File: src/rtl/ssd_pkg.sv
// ----------------------------------------------------------------------------
// ssd_pkg
// Shared codes and types of the swap slot directory: operation and status
// codes, and the result of the per-slot compare unit.
// ----------------------------------------------------------------------------
package ssd_pkg;

	localparam logic [1:0] OP_ADD     = 2'd0;
	localparam logic [1:0] OP_LOOKUP  = 2'd1;
	localparam logic [1:0] OP_RELEASE = 2'd2;

	localparam logic [1:0] STAT_OK        = 2'd0;
	localparam logic [1:0] STAT_NOT_FOUND = 2'd1;
	localparam logic [1:0] STAT_FULL      = 2'd2;

	// Verdict of the compare unit on one slot entry against the search key.
	typedef struct packed {
		logic key_hit;    // valid, same owner and same page
		logic owner_hit;  // valid and same owner
		logic free;       // slot not in use
	} cmp_res_t;

endpackage

File: src/rtl/ssd_cmp.sv
// ----------------------------------------------------------------------------
// ssd_cmp
// Compare unit shared by every search: judges one slot entry against the
// owner and page of the word being processed.
// ----------------------------------------------------------------------------
module ssd_cmp
	import ssd_pkg::*;
#(
	parameter int OWNER_BITS = 8,
	parameter int PAGE_BITS  = 16
) (
	input  logic                  entry_valid,
	input  logic [OWNER_BITS-1:0] entry_owner,
	input  logic [PAGE_BITS-1:0]  entry_page,
	input  logic [OWNER_BITS-1:0] key_owner,
	input  logic [PAGE_BITS-1:0]  key_page,
	output cmp_res_t              res
);

	logic owner_eq;

	assign owner_eq      = (entry_owner == key_owner);
	assign res.owner_hit = entry_valid && owner_eq;
	assign res.key_hit   = entry_valid && owner_eq && (entry_page == key_page);
	assign res.free      = !entry_valid;

endmodule

File: config.mk
export PLATFORM = sky130hd
export DESIGN_NAME = ssd_cmp
export DESIGN_NICKNAME = d
export VERILOG_FILES = /design/src/rtl/ssd_pkg.sv /design/src/rtl/ssd_cmp.sv
export SDC_FILE = /design/constraint.sdc
export NUM_CORES = 1
export LEC_CHECK = 0
export ABC_AREA = 1
export BUFFER_PORTS_ARGS = -buffer_cell sky130_fd_sc_hd__buf_2
export CELL_PAD_IN_SITES_DETAIL_PLACEMENT = 1
export CELL_PAD_IN_SITES_GLOBAL_PLACEMENT = 1
export CORE_ASPECT_RATIO = 1.5
export CORE_MARGIN = 2
export CORE_UTILIZATION = 17
export DETAILED_ROUTE_END_ITERATION = 16
export PLACE_DENSITY_LB_ADDON = 0.1
export SYNTH_ARGS = -nofsm -noshare
export SYNTH_HDL_FRONTEND = slang
export SYNTH_SLANG_ARGS = --single-unit
File: constraint.sdc
create_clock -name vclk -period 0.8
set_clock_uncertainty 0.1 [all_clocks]
set_input_delay 0.04 -clock vclk [all_inputs]
set_output_delay 0.04 -clock vclk [all_outputs]
set_load 0.02 [all_outputs]
## After elaboration in Yosys (flattened, before gate mapping)

Cells that the tools add are included.

| storage, ports and cells | value |
|---|---|
| register bits after elaboration | 0 |
| input bits | 49 |
| output and inout port bits | 3 |
| word-level logic and storage cells | 5 |

| operators by class | value |
|---|---|
| equal/unequal tests | 2 |
| reduce and logical (&&, ||, !) cells | 3 |

Operator list:

| kind | count |
|---|---|
| 16-bit == test | 1 |
| 8-bit == test | 1 |
| 1-bit logical AND | 2 |
| 1-bit logical NOT | 1 |

## Depth between registers and ports, before layout

Gate-level depths: netlist (run 1).

| depth | value |
|---|---|
| depth after elaboration | 3 |
| mapped depth | 8 |
| mapped depth without buffers | 8 |

## Worst setup path before layout (run 1)

No wires, ideal clock.

| path | value |
|---|---|
| path kind | in2out |
| start point | in entry_valid |
| end point | out res[2] (netlist bit) |
| arrival time | 0.704 ns |
| data required time | 0.660 ns |
| slack | -0.044 ns |
| cell stages on the path | 6 |
| path buffers | 0 |
| path through | inv_1 > nor2_1 > nand2_1 > nor2_1 > nand3_1 > nor2_2 |

RTL lines:

| item | RTL line | source |
|---|---|---|
| start: declaration | ssd_cmp.sv:12 | `input logic entry_valid,` |
| end: declaration | ssd_cmp.sv:17 | `output cmp_res_t res` |

==> out/qor.txt, run 1 <==
Synth area leader - nand2_1
Crit-path cells - buf_8 > nor2_4 > nor2_2 > nor2_2 > nand2_2 > nor2_4 > nand2_2 > nor2_4 > buf_6
Slew Limit Headroom - 86.5%
Crit path max-delay family - simple AND/OR/NAND/NOR gates
Final worst-path cycle share - 122%
Antenna violations before repair - 0
DR WL/cell - 8.89 um
Drt initial violations - 2
Setup bufs post-CTS - 0
Layout sequential cell count - 0
GR peak layer - met2
Crit path launch type - input pin
Unique masters post-synth - 9
Worst slack, placed - -0.254 ns
Fmax - 1020 MHz
Post-DRT Antenna Nets - 0
I/O Pins - 52
Max Cap Viol - 0
Final setup fails - 2
DP Cell Count - 205
Violated checks - setup timing
Nets - 219
Final hold vios - 0
Fin crit period - 0.980 ns
Peak supply drop - 162 uV
Final Non-Filler Cells - 205
Crit path top cell by count - nor2_4
Most numerous cell in the Yosys netlist - nand2_1
Outcome - finished, violations left
Pwr dens - 431 nW/um^2
Met1 Track Usage GR - 10.8%
N_diodes - 0
Drt first pass iters - 2
Mapped cell area - 465 um^2
WL final - 1820 um
Proportion of layout cells with a drive suffix above 1 - 50.0%
Synth-to-layout area growth - 124%
Worst-Margin Slew - 0.201 ns
Die X - 46.7 um
Clkbuf count - 0
Pleak - 0.647 nW
WHS Path Cells - 3
Initial core utilization - 17.6%
GR Util met2 - 24.7%
Cell count after synthesis - 116
Critical-path top delay cell - buf_6
Detail Placement HPWL - 1560 um
YS warnings - 0
Syn_nets - 165
Post-synthesis sequential area ratio - 0%
FF/Latch Area - 0 um^2
Synth top area cells - nand2_1, inv_1, nor2_1, xor2_1, xnor2_1
Floorplan core area - 2650 um^2
Vias - 822
Met3 Use GR - 0.264%
Vias per inst - 4.01
Largest net degree at the start of global routing - 3
Synth top area share - 37.1%
Setup crit end kind - output pin
Buffers on Ports - 52
Post-route DRC - 0
First-pass GRT wire length - 2790 um
Hold_buf cts - 0
Final Max Slew Viols - 0
Final Cell Area - 1040 um^2
WHS - 0.250 ns
Critical path class - in2out
RSZ-0062 raised after global routing - true
Hold Crit Start - entry_valid
Global route overflow - 0
Critical Path AT - 0.84 ns
CP Max Fanout - 2
Worst Path Buf+Inv - 2
Hold Path Class - in2out
Die area - 3180 um^2
Biggest cell delay along the critical path - 0.12 ns
Worst Hold End - res[0]
Placement row count - 23
Fin worst setup slack - -0.180 ns
Vias in the first global route - 797
Placed Area - 777 um^2
RD Place Congestion - 0.666
Syn_area_per_cell - 4.01 um^2
WP data required - 0.66 ns
All-Layer GR Usage - 11.0%
Top cells by count, synth - nand2_1, inv_1, nor2_1
Die height - 68.1 um
[metrics by stage]
step                TNS, ns  total power, mW  utilization (%)
floorplan           -0.0143            0.143                -
global placement     -0.451            0.298             29.3
detailed placement   -0.461            0.314             29.3
CTS                  -0.311            0.359             32.8
global route         -0.461            0.500             39.3
finish               -0.271            0.449             39.3
[logic make-up (layout without fill, tap and decap cells)]
kind of cell              Yosys count  after routing  share of synthesized area, %
AOI/OAI and AO/OA                   1              1                          1.61
xor gates and xnor gates            4              4                          7.53
buffers and inverters              33             85                          26.6
and+or+nand+nor                    78             78                          64.2
[repair_timing]
action | in CTS | in global routing
pin swaps | 28 | 35
gates resized for setup | 21 | 46
endpoints found under the setup margin | 2 | 2
hold endpoints to repair | 0 | 0
[per-layer routing]
metal  wire, um  share of wire [%]
met3        115                6.3
met5          0                  0
met1        561                 31
met4          0                  0
met2       1150                 63
[cell usage in the layout (no fill, tap or decap), types with 3 or more instances in the layout]
cell / count
inv_1: 26
inv_2: 7
nor2_4: 7
buf_6: 25
nor2_2: 8
nand2_1: 38
xor2_1: 3
nand2_2: 8
buf_2: 26
nor2_1: 15
[how the worst max path moves through the flow]
stage | startpoint | slack (ns) | cells past startpoint | endpoint
2_1_floorplan | entry_valid | -0.01 | 6 | res[1]
4_1_cts | entry_owner[5] | -0.18 | 9 | res[2]
3_5_place_dp | key_page[11] | -0.25 | 9 | res[2]
6_report | entry_page[6] | -0.18 | 9 | res[2]
5_1_grt | entry_page[9] | -0.28 | 10 | res[2]
3_3_place_gp | key_page[2] | -0.24 | 10 | res[2]
[layout make-up]
type	instances	area, um^2
inverter	33	124
timing repair buffer	52	427
tap	37	46.3
multi-input combinational	83	444
fill	386	1610
[power breakdown]
group,internal (mW),switching [mW]
sequential,0,0
combinational,0.254,0.195
clock,0,0
Note: power is estimated with default switching activity, not from simulation.
==> inputs of run 2 (changes only) <==
CORE_MARGIN = 4   (was 2)
==> out/qor.txt, run 2 (same netlist as run 1, synthesis figures left out) <==
Vias in the first global route - 788 (-1.1%)
Worst Hold End - res[0]
Most frequent cells in the layout - nand2_1, buf_2, inv_1
Biggest cell delay along the critical path - 0.12 ns (about the same)
Critical path class - in2out
Final worst-path cycle share - 124% (+1.8 points)
Placement row count - 23 (unchanged)
RD Place Congestion - 0.652 (-2.1%)
Crit path launch type - input pin
Nets - 219 (unchanged)
Peak supply drop - 126 uV (-22%)
Die height - 72.1 um (+5.9%)
Worst-Margin Slew - 0.162 ns (-0.0397 ns)
Detail Placement HPWL - 1640 um (+5.0%)
Critical-path top delay cell - buf_6
Fin crit period - 0.994 ns (+0.0143 ns)
Vias per inst - 3.91 (-2.6%)
Slew Limit Headroom - 89.2% (+2.7 points)
FF/Latch Area - 0 um^2 (unchanged)
Pwr dens - 410 nW/um^2 (-5.0%)
Layout sequential cell count - 0 (unchanged)
Vias - 801 (-2.6%)
Outcome - finished, violations left
CP Max Fanout - 2 (unchanged)
Commonest non-fill, non-tap cell in the layout - nand2_1
Final Max Slew Viols - 0 (unchanged)
Crit-path cells - buf_6 > nor2_2 > nor2_1 > nor2_1 > nand2_1 > nor2_1 > nand2_1 > nor2_4 > buf_6
Global route overflow - 0 (unchanged)
Fin worst setup slack - -0.194 ns (-0.0143 ns)
Crit path top cell by count - nor2_1
Met1 Track Usage GR - 8.33% (-2.4 points)
Crit path max-delay family - simple AND/OR/NAND/NOR gates
Post-layout power - 0.382 mW (-15%)
Proportion of layout cells with a drive suffix above 1 - 38.1% (-12 points)
Post-DRT Antenna Nets - 0 (unchanged)
Max Cap Viol - 0 (unchanged)
Critical path depth - 9 (unchanged)
Violated checks - setup timing
Initial core utilization - 17.6% (unchanged)
Hold Crit Start - entry_valid
Buffers on Ports - 52 (unchanged)
Die area - 3660 um^2 (+15%)
First-pass GRT wire length - 2860 um (+2.5%)
RSZ-0062 raised after global routing - true
WP data required - 0.66 ns (about the same)
Placed Area - 777 um^2 (unchanged)
Post-route DRC - 0 (unchanged)
Fmax - 1010 MHz (-1.4%)
WL final - 1810 um (-0.66%)
Synth-to-layout area growth - 101%
Final hold vios - 0 (unchanged)
Setup crit end kind - output pin
Critical Path AT - 0.85 ns (about the same)
Final setup fails - 2 (unchanged)
Die X - 50.7 um (+8.6%)
Floorplan core area - 2650 um^2 (unchanged)
All-Layer GR Usage - 9.29% (-1.7 points)
I/O Pins - 52 (unchanged)
DR WL/cell - 8.83 um (-0.66%)
Hold Path Class - in2out
Hold_buf cts - 0 (unchanged)
Drt initial violations - 1 (-1)
Pleak - 0.625 nW (-3.4%)
Clkbuf count - 0 (unchanged)
WHS - 0.246 ns (-0.00479 ns)
Met3 Use GR - 1.23% (+0.97 points)
N_diodes - 0 (unchanged)
Fillers - 396 (+2.6%)
WHS Path Cells - 3 (unchanged)
Largest net degree at the start of global routing - 3 (unchanged)
GR Util met2 - 21.5% (-3.1 points)
Antenna violations before repair - 0 (unchanged)
GR peak layer - met2
Setup bufs post-CTS - 0 (unchanged)
Final Cell Area - 933 um^2 (-10%)
Worst Path Buf+Inv - 2 (unchanged)
Drt first pass iters - 2 (unchanged)
[run 2: changes by cell type in the layout (fill, tap and decap cells not counted), moves of 5 or more]
cell	before	now
nand2_1	38	46
nor2_1	15	21
inv_1	26	31
inv_2	7	2
buf_2	26	34
nand2_2	8	0
buf_6	25	17
[run 2: worst max path at each step]
stage	endpoint	startpoint	slack [ns]
floorplan	res[1]	entry_valid	-0.01
global placement	res[2]	key_page[12]	-0.24
detailed placement	res[2]	key_page[12]	-0.25
CTS	res[2]	entry_page[13]	-0.19
global route	res[2]	entry_page[6]	-0.27
finish	res[2]	entry_page[6]	-0.19
[run 2: area by class of cell]
cell class | count | area [um^2] | area share, %
multi-input cells | 83 | 387 | 41.4
repair buffers | 52 | 377 | 40.3
inverters | 33 | 124 | 13.3
well taps | 37 | 46.3 | 4.96
[run 2: metrics by stage]
step | util [%] | TNS (ns) | std cells | worst slack, ns
global route | 35.3 | -0.502 | 205 | -0.273
finish | 35.3 | -0.342 | 205 | -0.194
floorplan | - | -0.0143 | 116 | -0.0137
global placement | 29.3 | -0.448 | 205 | -0.241
detailed placement | 29.3 | -0.460 | 205 | -0.253
CTS | 31.2 | -0.326 | 205 | -0.188
[run 2: where the power goes]
group	leakage (nW)	internal (mW)	total [mW]	switching (mW)
logic	0.625	0.216	0.382	0.167
clock network	0	0	0	0
registers	0	0	0	0
[run 2: what timing repair did]
| action | CTS | global route |
|---|---|---|
| setup endpoints to repair | 2 | 2 |
| pin swaps | 15 | 34 |
| resized for setup | 12 | 23 |
| gates cloned | 0 | 0 |
[run 2: routing by layer]
metal / vias to the layer above / share of wire (%)
met5: - / 0
met4: 0 / 0
met3: 0 / 10
met2: 33 / 59
met1: 342 / 30
li1: 426 / -
